`src/rtl/exception_frame_stack_search_core_defines.svh`:
```
// ----------------------------------------------------------------------------
// exception frame stack search: assertion macros
// shared concurrent check forms, sampled on clk and disabled while rst_n is low
// ----------------------------------------------------------------------------
`ifndef EXCEPTION_FRAME_STACK_SEARCH_CORE_DEFINES_SVH
`define EXCEPTION_FRAME_STACK_SEARCH_CORE_DEFINES_SVH

// condition in the same cycle
`define EFSS_ASSERT_IMPLY(label, ante, cons) \
    label: assert property (@(posedge clk) disable iff (!rst_n) (ante) |-> (cons)) \
        else $error("efss check failed");

// condition in the following cycle
`define EFSS_ASSERT_NEXT(label, ante, cons) \
    label: assert property (@(posedge clk) disable iff (!rst_n) (ante) |=> (cons)) \
        else $error("efss check failed");

`endif

```
`src/rtl/efss_pkg.sv`:
```
// ----------------------------------------------------------------------------
// efss_pkg
// types and constants of the exception frame stack search block
// ----------------------------------------------------------------------------
package efss_pkg;

    localparam int DEPTH_DEFAULT = 16;
    localparam int KIND_BITS     = 8;
    // stored kind width, the kind fields on the ports are 8 bits
    localparam int KIND_W        = (KIND_BITS < 8) ? KIND_BITS : 8;

    typedef enum logic [1:0] {
        CMD_PUSH       = 2'd0,
        CMD_POP        = 2'd1,
        CMD_FIND_CATCH = 2'd2,
        CMD_FIND_ANY   = 2'd3
    } cmd_t;

    typedef enum logic [1:0] {
        ST_OK    = 2'd0,
        ST_FULL  = 2'd1,
        ST_EMPTY = 2'd2
    } status_t;

    typedef struct packed {
        cmd_t        command;
        logic [31:0] try_begin;
        logic [31:0] try_end;
        logic [31:0] handler_entry;
        logic [31:0] handler_last;
        logic [31:0] filter_entry;
        logic [7:0]  catch_kind;
        logic [31:0] catch_index;
        logic [31:0] fault_pc;
        logic [7:0]  fault_kind;
        logic [31:0] fault_index;
    } req_t;

    typedef struct packed {
        logic        found;
        logic [3:0]  frame_level;
        logic [31:0] hit_try_begin;
        logic [31:0] hit_try_end;
        logic [31:0] hit_handler_entry;
        logic [31:0] hit_handler_last;
        logic [31:0] hit_filter_entry;
        logic [7:0]  hit_catch_kind;
        logic [31:0] hit_catch_index;
        logic [4:0]  stack_count;
        status_t     status;
    } rsp_t;

    typedef struct packed {
        logic [31:0]       try_begin;
        logic [31:0]       try_end;
        logic [31:0]       handler_entry;
        logic [31:0]       handler_last;
        logic [31:0]       filter_entry;
        logic [KIND_W-1:0] catch_kind;
        logic [31:0]       catch_index;
    } frame_t;

    localparam int FRAME_W = $bits(frame_t);

endpackage

```
`src/rtl/efss_ram.sv`:
```
// ----------------------------------------------------------------------------
// efss_ram
// generic single write, single read ram with registered read data
// ----------------------------------------------------------------------------
module efss_ram #(
    parameter int  WIDTH = 8,
    parameter int  DEPTH = 16,
    localparam int AW    = (DEPTH > 1) ? $clog2(DEPTH) : 1
) (
    input  logic             clk,
    input  logic             wr_en,
    input  logic [AW-1:0]    wr_addr,
    input  logic [WIDTH-1:0] wr_data,
    input  logic             rd_en,
    input  logic [AW-1:0]    rd_addr,
    output logic [WIDTH-1:0] rd_data
);

    logic [WIDTH-1:0] mem [DEPTH];

    always_ff @(posedge clk)
    begin
        if (wr_en)
        begin
            mem[wr_addr] <= wr_data;
        end
        if (rd_en)
        begin
            rd_data <= mem[rd_addr];
        end
    end

endmodule

```
`src/rtl/efss_match.sv`:
```
// ----------------------------------------------------------------------------
// efss_match
// compares one stored frame against the fault pc, kind and index
// ----------------------------------------------------------------------------
module efss_match (
    input  efss_pkg::frame_t                frame,
    input  logic [31:0]                     pc,
    input  logic [efss_pkg::KIND_W-1:0]     kind,
    input  logic [31:0]                     index,
    input  logic                            any_mode,
    output logic                            hit
);
    import efss_pkg::*;

    logic covers;
    logic kind_ok;
    logic index_ok;

    // half-open range, an empty or inverted range never covers
    assign covers   = (pc >= frame.try_begin) && (pc < frame.try_end);
    assign kind_ok  = (frame.catch_kind == '0) || (frame.catch_kind == kind);
    assign index_ok = (frame.catch_index == '0) || (frame.catch_index == index);
    assign hit      = covers && (any_mode || (kind_ok && index_ok));

endmodule

```
`src/rtl/exception_frame_stack_search_core.sv`:
```
// ----------------------------------------------------------------------------
// exception_frame_stack_search_core
// bounded stack of protected-region frames with top-down handler search
// ----------------------------------------------------------------------------
//
//  channel  ports                       payload  direction
//  req      req_valid / req_stall       req_t    into the block
//  rsp      rsp_valid / rsp_stall       rsp_t    out of the block
//
//  one request at a time; an accepted request is registered and then run in
//  EXEC, where push and pop act on the stack, and a find goes on to SEARCH,
//  visiting at most STACK_DEPTH frames through the single read port of the
//  frame ram, which yields one frame per cycle from the top down. FINISH
//  loads the response once the output register is free and returns to IDLE,
//  where the next request is taken. reset clears the state, the frame
//  count and rsp_valid, the frame ram holds no reset value. a stalled
//  response waits in the output register while the next request is taken and worked on.
//
`include "exception_frame_stack_search_core_defines.svh"

module exception_frame_stack_search_core #(
    parameter int STACK_DEPTH = efss_pkg::DEPTH_DEFAULT
) (
    input  logic            clk,
    input  logic            rst_n,
    input  logic            req_valid,
    output logic            req_stall,
    input  efss_pkg::req_t  req,
    output logic            rsp_valid,
    input  logic            rsp_stall,
    output efss_pkg::rsp_t  rsp
);
    import efss_pkg::*;

    localparam int AW = (STACK_DEPTH > 1) ? $clog2(STACK_DEPTH) : 1;
    localparam int CW = $clog2(STACK_DEPTH + 1);

    typedef enum logic [1:0] {
        IDLE,
        EXEC,
        SEARCH,
        FINISH
    } state_t;

    state_t          state_reg, state_next;
    logic [CW-1:0]   count_reg, count_next;
    logic [AW-1:0]   ptr_reg, ptr_next;
    req_t            req_reg;
    rsp_t            pend_reg, pend_next;
    rsp_t            rsp_reg, rsp_next;
    logic            rsp_valid_reg, rsp_valid_next;

    logic            accept;
    logic            rsp_free;
    logic            full;
    logic            wr_en;
    logic [AW-1:0]   wr_addr;
    frame_t          wr_frame;
    logic            rd_en;
    logic [AW-1:0]   rd_addr;
    frame_t          rd_frame;
    logic            hit;

    efss_ram #(
        .WIDTH (FRAME_W),
        .DEPTH (STACK_DEPTH)
    ) u_frame_ram (
        .clk     (clk),
        .wr_en   (wr_en),
        .wr_addr (wr_addr),
        .wr_data (wr_frame),
        .rd_en   (rd_en),
        .rd_addr (rd_addr),
        .rd_data (rd_frame)
    );

    efss_match u_match (
        .frame    (rd_frame),
        .pc       (req_reg.fault_pc),
        .kind     (req_reg.fault_kind[KIND_W-1:0]),
        .index    (req_reg.fault_index),
        .any_mode (req_reg.command == CMD_FIND_ANY),
        .hit      (hit)
    );

    assign accept    = req_valid && (state_reg == IDLE);
    assign req_stall = (state_reg != IDLE);
    assign rsp_free  = !rsp_valid_reg || !rsp_stall;
    assign full      = (count_reg == CW'(STACK_DEPTH));
    assign rsp_valid = rsp_valid_reg;
    assign rsp       = rsp_reg;

    assign wr_addr                = AW'(count_reg);
    assign wr_frame.try_begin     = req_reg.try_begin;
    assign wr_frame.try_end       = req_reg.try_end;
    assign wr_frame.handler_entry = req_reg.handler_entry;
    assign wr_frame.handler_last  = req_reg.handler_last;
    assign wr_frame.filter_entry  = req_reg.filter_entry;
    assign wr_frame.catch_kind    = req_reg.catch_kind[KIND_W-1:0];
    assign wr_frame.catch_index   = req_reg.catch_index;

    always_comb
    begin
        state_next     = state_reg;
        count_next     = count_reg;
        ptr_next       = ptr_reg;
        pend_next      = pend_reg;
        rsp_next       = rsp_reg;
        rsp_valid_next = rsp_valid_reg && rsp_stall;
        wr_en          = 1'b0;
        rd_en          = 1'b0;
        rd_addr        = ptr_reg;

        case (state_reg)
            IDLE:
            begin
                if (accept)
                begin
                    state_next = EXEC;
                end
            end
            EXEC:
            begin
                pend_next  = '0;
                state_next = FINISH;
                case (req_reg.command)
                    CMD_PUSH:
                    begin
                        if (full)
                        begin
                            pend_next.status = ST_FULL;
                        end
                        else
                        begin
                            wr_en      = 1'b1;
                            count_next = count_reg + CW'(1);
                        end
                    end
                    CMD_POP:
                    begin
                        if (count_reg == '0)
                        begin
                            pend_next.status = ST_EMPTY;
                        end
                        else
                        begin
                            count_next = count_reg - CW'(1);
                        end
                    end
                    default:
                    begin
                        // start the search at the top frame
                        if (count_reg != '0)
                        begin
                            rd_en      = 1'b1;
                            rd_addr    = AW'(count_reg - CW'(1));
                            ptr_next   = AW'(count_reg - CW'(1));
                            state_next = SEARCH;
                        end
                    end
                endcase
            end
            SEARCH:
            begin
                if (hit)
                begin
                    pend_next                   = '0;
                    pend_next.found             = 1'b1;
                    pend_next.frame_level       = 4'(ptr_reg);
                    pend_next.hit_try_begin     = rd_frame.try_begin;
                    pend_next.hit_try_end       = rd_frame.try_end;
                    pend_next.hit_handler_entry = rd_frame.handler_entry;
                    pend_next.hit_handler_last  = rd_frame.handler_last;
                    pend_next.hit_filter_entry  = rd_frame.filter_entry;
                    pend_next.hit_catch_kind    = 8'(rd_frame.catch_kind);
                    pend_next.hit_catch_index   = rd_frame.catch_index;
                    state_next                  = FINISH;
                end
                else if (ptr_reg == '0)
                begin
                    pend_next  = '0;
                    state_next = FINISH;
                end
                else
                begin
                    rd_en    = 1'b1;
                    rd_addr  = ptr_reg - AW'(1);
                    ptr_next = ptr_reg - AW'(1);
                end
            end
            FINISH:
            begin
                if (rsp_free)
                begin
                    rsp_next             = pend_reg;
                    rsp_next.stack_count = 5'(count_reg);
                    rsp_valid_next       = 1'b1;
                    state_next           = IDLE;
                end
            end
            default:
            begin
                state_next = IDLE;
            end
        endcase
    end

    always_ff @(posedge clk or negedge rst_n)
    begin
        if (!rst_n)
        begin
            state_reg     <= IDLE;
            count_reg     <= '0;
            rsp_valid_reg <= 1'b0;
        end
        else
        begin
            state_reg     <= state_next;
            count_reg     <= count_next;
            rsp_valid_reg <= rsp_valid_next;
        end
    end

    always_ff @(posedge clk)
    begin
        if (accept)
        begin
            req_reg <= req;
        end
        ptr_reg  <= ptr_next;
        pend_reg <= pend_next;
        rsp_reg  <= rsp_next;
    end

    `EFSS_ASSERT_IMPLY(a_count_bound, 1'b1, count_reg <= CW'(STACK_DEPTH))
    `EFSS_ASSERT_NEXT(a_accept_exec, req_valid && !req_stall, state_reg == EXEC)
    `EFSS_ASSERT_IMPLY(a_search_in_stack, state_reg == SEARCH, CW'(ptr_reg) < count_reg)
    `EFSS_ASSERT_IMPLY(a_full_drop, rsp_valid && rsp.status == ST_FULL, rsp.stack_count == 5'(STACK_DEPTH))
    `EFSS_ASSERT_IMPLY(a_miss_blank, rsp_valid && !rsp.found, rsp.frame_level == 4'd0 && rsp.hit_try_begin == 32'd0)

endmodule

```
`config.mk`:
```
export PLATFORM = sky130hd
export DESIGN_NAME = exception_frame_stack_search_core
export DESIGN_NICKNAME = d
export VERILOG_FILES = /design/src/rtl/efss_pkg.sv /design/src/rtl/efss_ram.sv /design/src/rtl/efss_match.sv /design/src/rtl/exception_frame_stack_search_core.sv
export VERILOG_INCLUDE_DIRS = /design/src /design/src/rtl
export SDC_FILE = /design/constraint.sdc
export NUM_CORES = 2
export LEC_CHECK = 0
export BUFFER_PORTS_ARGS = -buffer_cell sky130_fd_sc_hd__clkbuf_2
export CAP_MARGIN = 25
export CORE_MARGIN = 2
export CORE_UTILIZATION = 58
export CTS_BUF_LIST = sky130_fd_sc_hd__clkbuf_4
export DETAILED_ROUTE_END_ITERATION = 16
export PLACE_DENSITY = 0.78
export SYNTH_ARGS = -nofsm -noshare
export SYNTH_HDL_FRONTEND = slang
export SYNTH_SLANG_ARGS = --single-unit
```
`constraint.sdc`:
```
create_clock -name clk -period 15.7 [get_ports clk]
set_input_delay 1.57 -clock clk [delete_from_list [all_inputs] [get_ports clk]]
set_output_delay 1.57 -clock clk [all_outputs]
set_load 0.01 [all_outputs]
```
After elaboration in Yosys (flattened, before gate mapping):

Memories as Yosys holds them, arrays and structs flattened. A register that Yosys moved wholly into a read port is not among the register bits.
Index checks and enable logic that the tools add are counted.

* add/subtract/negate cells: 3
* $lt $le $gt $ge: 2
* equality and inequality tests: 13
* muxes and demuxes: 33
* reductions and logical operators: 26

Operators with widths (number)
* 212-bit 2-to-1 mux: 2
* 212-bit case mux with 2 select lines: 1
* 32-bit == test: 1
* 32-bit >= comparator: 1
* 32-bit logical NOT: 1
* 32-bit less-than comparator: 1
* 4-bit 2-to-1 mux: 4
* 1-bit 2-to-1 mux: 14
* 2-bit 2-to-1 mux: 5
* 5-bit 2-to-1 mux: 2
* 5-bit case mux with 2 select lines: 1
* 8-bit == test: 1
* 8-bit logical NOT: 1
* 2-bit != test (second input constant): 4
* 2-bit case mux with 4 select lines: 1
* 4-bit case mux with 2 select lines: 1
* 2-bit == test (second input constant): 3
* 2-bit nonzero test: 3
* 5-bit by 1-bit adder with 5-bit output (second input constant): 1
* 5-bit == test (second input constant): 1
* 1-bit logical AND: 5
* 5-bit logical NOT: 1
* 5-bit nonzero test: 1
* 5-bit by 1-bit subtractor with 5-bit output (second input constant): 1
* 13 further kinds: 20

* register bits: 705
* memory bits (writable): 3200
* input bits: 278
* output and inout port bits: 214
* logic and storage cells: 114
* memories kept: 1

Memory list
* u_frame_ram.mem: depth 16, width 200, read ports 1, clocked after memory_dff 1, wr ports 1, RTL line efss_ram.sv:19 `logic [WIDTH-1:0] mem [DEPTH];`

Depth between registers and ports, before layout:

* word-level depth: 7
* mapped depth: 18
* gate-level depth less buffers: 13

By module:

From an unflattened synthesis, not the netlist that was laid out.

* cell total of the unflattened synthesis: 6542
* area total of the unflattened synthesis: 151221.3 µm²

Modules (own cells, without submodules)
* efss_ram: times used 1, cells an instance 5216, area each 125929.5 µm², seq. area each 102097.9 µm²
* exception_frame_stack_search_core: times used 1, cells an instance 1041, area each 23192.2 µm², seq. area each 21090.2 µm²
* efss_match: times used 1, cells an instance 285, area each 2099.5 µm², seq. area each 0.0 µm²

Least setup slack after synthesis:

OpenSTA, ideal clock, no wires.

* path type: input -> register
* start point: in rsp_stall
* end point: reg rsp_reg (netlist bit rsp[0]) (enable)
* library setup time: 1.110 ns
* arrival time: 16.786 ns
* data required time: 14.590 ns
* setup slack: -2.196 ns
* stages: 1
* path buffers: 0
* cells stage by stage: a21boi_0

* word-level cells in the longest chain between the ends: 3

RTL lines
* from (decl): RTL line exception_frame_stack_search_core.sv:30 `input logic rsp_stall,`
* 1-bit logical NOT: RTL line exception_frame_stack_search_core.sv:88 `assign rsp_free = !rsp_valid_reg || !rsp_stall;`
* 1-bit logical OR: RTL line exception_frame_stack_search_core.sv:88
* 2-bit AND reduction (no source line)
* to (signal assigned): RTL line exception_frame_stack_search_core.sv:232 `rsp_reg <= rsp_next;`
* to (decl): RTL line exception_frame_stack_search_core.sv:50 `rsp_t rsp_reg, rsp_next;`

Every way passes these cells.
A chain may end at the register's enable or synchronous reset.

Worst setup path in the final report:

* start point: reg u_frame_ram.rd_data[6], read port of u_frame_ram.mem
* end point: reg u_frame_ram.rd_data[76], read port of u_frame_ram.mem (data pin)

* word-level cells in the longest chain between the ends: 7
* elaborated cells between the ends (all ways): 10
* classes of those cells: eq/ne (1); mux (4); reduce/logical (5)

RTL lines
* from (decl): RTL line efss_ram.sv:16 `output logic [WIDTH-1:0] rd_data`
* 32-bit == test or 32-bit logical NOT (tied branches): RTL line efss_match.sv:22 `assign index_ok = (frame.catch_index == '0) || (frame.catch_index == index);`
* 1-bit logical OR (*): RTL line efss_match.sv:22
* 1-bit logical AND (*): RTL line efss_match.sv:23 `assign hit = covers && (any_mode || (kind_ok && index_ok));`
* 1-bit logical OR (*): RTL line efss_match.sv:23
* 1-bit logical AND (*): RTL line efss_match.sv:23
* 4-bit 2-to-1 mux or 1-bit 2-to-1 mux (tied branches)
* 4-bit case mux with 2 select lines or 1-bit case mux with 2 select lines (tied branches): RTL line exception_frame_stack_search_core.sv:114 `case (state_reg)`

Every way passes the cells marked *; elsewhere a longest branch is shown, timed or not.

==> results by group <==
Setup path
  – Worst r2r src: u_frame_ram.rd_data[6]
  – CP cell instances: xnor2_1 > nand4_1 > nor4_1 > a221oi_2 > nor4_1 > a221o_4 > buf_4 > buf_4 > buf_4 > buf_4 > mux2i_1 > o22ai_1 > or4_1
  – Worst r2r path cells: 13
  – CP Class: flip-flop to flip-flop
  – WP data arrival: 9.73 ns
  – CP peak stage delay: 0.89 ns
  – Critical path peak fanout: 58
  – Worst Setup SP: u_frame_ram.rd_data[6]
  – Critical Path Start Type: flip-flop
  – CP Capture Type: flip-flop
  – Critical path's slowest cell: nor4_1
  – Setup slack, reg-to-reg: just over 7 ns
  – Req. time, crit path: 16.80 ns
  – Crit-path most repeated cell: buf_4

GRT
  – First-pass GRT wire length: 549000 um
  – Vias in the first global route: 82300
  – Gr ovfl total: 0
  – Tot GR Track Use: 28.7%
  – Initial antenna violation count: 30
  – Largest net degree at the start of global routing: 130

Synthesis
  – Post-synthesis net count: 8092
  – Most common cell in the netlist: edfxtp_1
  – Cell variety after synth: 51
  – Synth async-reset ratio: less than 1%
  – Synth top cells by count: edfxtp_1 (4093), mux2i_1 (1600), o22ai_1 (800), buf_2 (266), or4_1 (200)
  – Post-synth top area cell: edfxtp_1
  – Number of flops mapped to enable cells by yosys: 4093
  – Ys Warns: 0
  – Mapped Area: 152000 um^2
  – Seq/Total Area, Yosys: 81.2%
  – Primary FF master, synth: edfxtp_1
  – Syn Inst Count: 7740
  – #FFs+latches synth: 4105
  – Average footprint of a synthesized cell: between 15 and 20 um^2
  – Share of the synthesized area in the top cell type: 81.0%
  – Top cells by area, synth: edfxtp_1 (81%), mux2i_1 (11%), o22ai_1 (3.3%)

Clock tree
  – Bufs on Longest Clock Path: 4
  – Number of clock sinks: approximately 4100
  – TritonCTS Buffers: ~950
  – CTS tree: yes
  – Post_cts resized: 0
  – CTS Root Cell: clkbuf_4
  – Worst-skew pair later-pin latency: between 1.5 and 2 ns
  – Worst-path clk slew: 0.07 ns
  – H-tree Lvls: 6

Detailed routing
  – Max Used Layer: met5
  – DR vias/cell: 6.22
  – Final ANT Viol Nets: 0
  – Vias: 82000
  – Wire length on met1: 140000 um
  – DRC: 0
  – Final wirelength: 386000 um
  – Avg WL per Cell: 29.3 um
  – 1st-iter DRT viols: 10400
  – Met3 WL: roughly 40000 um
  – Pre-Repair DR Iteration Count: 8
  – Met2 wire length: 185000 um

Layout
  – Max reg flops: 3200
  – Design area: 170000 um^2
  – Area Overhead vs Synth: 12.4%
  – Layout cells sized above 1: between 20% and 30%
  – Fillers: 16700
  – Layout net count: 9297

Job
  – MaxCap Viol Count: 0

Power and ir drop
  – VDD IR max: 0.000299 V
  – Total design power: 34.6 mW
  – Leakage power of the design: 60.9 nW
  – P per Cell Area: 203 nW/um^2

Place
  – Port bufs: 491
  – HPWL after DPL: 196000 um
  – Placed instance area: 158000 um^2
  – Place WS: 7.35 ns
  – GP Congestion: 0.891

Floorplan
  – I/O pin count: 492
  – DIE WIDTH: 515 um
  – Row count: 187
  – Core Box Area: 260000 um^2
  – Die area: 266000 um^2
  – Die Y: 515 um
  – Initial Utilization: about three fifths

STA
  – Rel. slew slack: a little over a fifth
  – Setup TNS: 0 ns
  – Final setup viols: 0
  – Tcrit/Tclk final: 55.0%
  – Fin. max-slew vios: 0
  – PnR worst setup slack: 7.07 ns
  – Fmax: 116 MHz
  – RSZ-0062 raised after global routing: no
  – Period minus WS final: approximately 8.6 ns
  – Worst Clk Skew: 0.200 ns
  – Slew @ Worst Pin: 1.17 ns
  – Fin. Hold Viols: 0
  – Worst hold slack: between 0.15 and 0.2 ns

Hold path
  – Worst Hold Class: input port to flip-flop
  – Min-delay src: req[172]
  – Hold-critical path depth: 1

Status
  – Outcome: complete, no violations
path summary, 6_finish.rpt:
path | endpoint
setup / recovery | u_frame_ram.rd_data[76]
hold / removal | req_reg[172]
setup reg to reg | u_frame_ram.rd_data[76]
hold reg to reg | pend_reg[85]
max in group asynchronous | state_reg[0]
min in group asynchronous | count_reg[1]
cells in the final DEF (no fill, tap or decap), drive strengths merged, types with 5 or more instances in the layout:
cell type	instances
a21oi	35
xnor2	43
edfxtp	4093
bufinv	11
o22ai	800
nor2	26
clkbuf	1857
dfrtp	8
nor3	75
o21ai	22
nand3	15
nand3b	5
mux2i	1600
ha	74
a211oi	5
diode	7
nor4	16
nand4	28
or4	200
buf	154
clkinv	281
clkinvlp	7
nand2	37
and2	140
inv	96
kinds of logic (layout without fill, tap and decap cells):
kind of cell	count (synthesis)	count (layout)	synth area share, %
AOI/OAI and AO/OA	888	888	3.66
DFF	4105	4105	81.2
other	0	7	0
and+or+nand+nor	555	555	2.29
buffers and inverters	471	2407	1.39
adders and majority gates	74	74	0.610
xor gates and xnor gates	47	47	0.271
muxes	1600	1600	10.6
through the flow:
step	cells	utilization [%]
5_1_grt	13200	65.6
4_1_cts	13200	65.5
2_1_floorplan	7740	-
3_3_place_gp	11500	60.8
6_report	13200	65.6
3_5_place_dp	11500	60.9
layout make-up:
class	instances	area, um^2	share of cell area [%]
well taps	3496	4370	2.57
clock buffers	1365	10200	6.01
repair buffers	647	4020	2.36
diodes	7	17.5	0.0103
multi-input cells	3164	26600	15.6
clock inverters	317	1720	1.01
inverters	78	300	0.176
flip-flops and latches	4105	123000	72.3
power breakdown:
part,switching [mW],internal (mW)
sequential,0.858,14.1
clock,4.07,4.19
combinational,6.84,4.57
total,11.8,22.8
what timing repair did:
action                                 4_1_cts  5_1_grt
endpoints found under the hold margin        8        0
setup buffers                                0        0
hold buffers                                 1        0
worst max-delay path: cells and delay by family, from the launching register on:
family          cells  cell delay [ns]
flops               1             0.55
buf+inv             4             3.44
mux                 1             0.33
xor+xnor            1             0.24
compound gates      3             1.24
simple gates        4             2.19
metal layers:
| metal | up-vias | global-route usage (%) |
|---|---|---|
| li1 | 34500 | - |
| met1 | 41200 | 37.2 |
| met2 | 5403 | 45.9 |
| met3 | 863 | 6.14 |
| met4 | 26 | 15.0 |
| met5 | - | 0 |
Power figures use the tool's default switching activity.
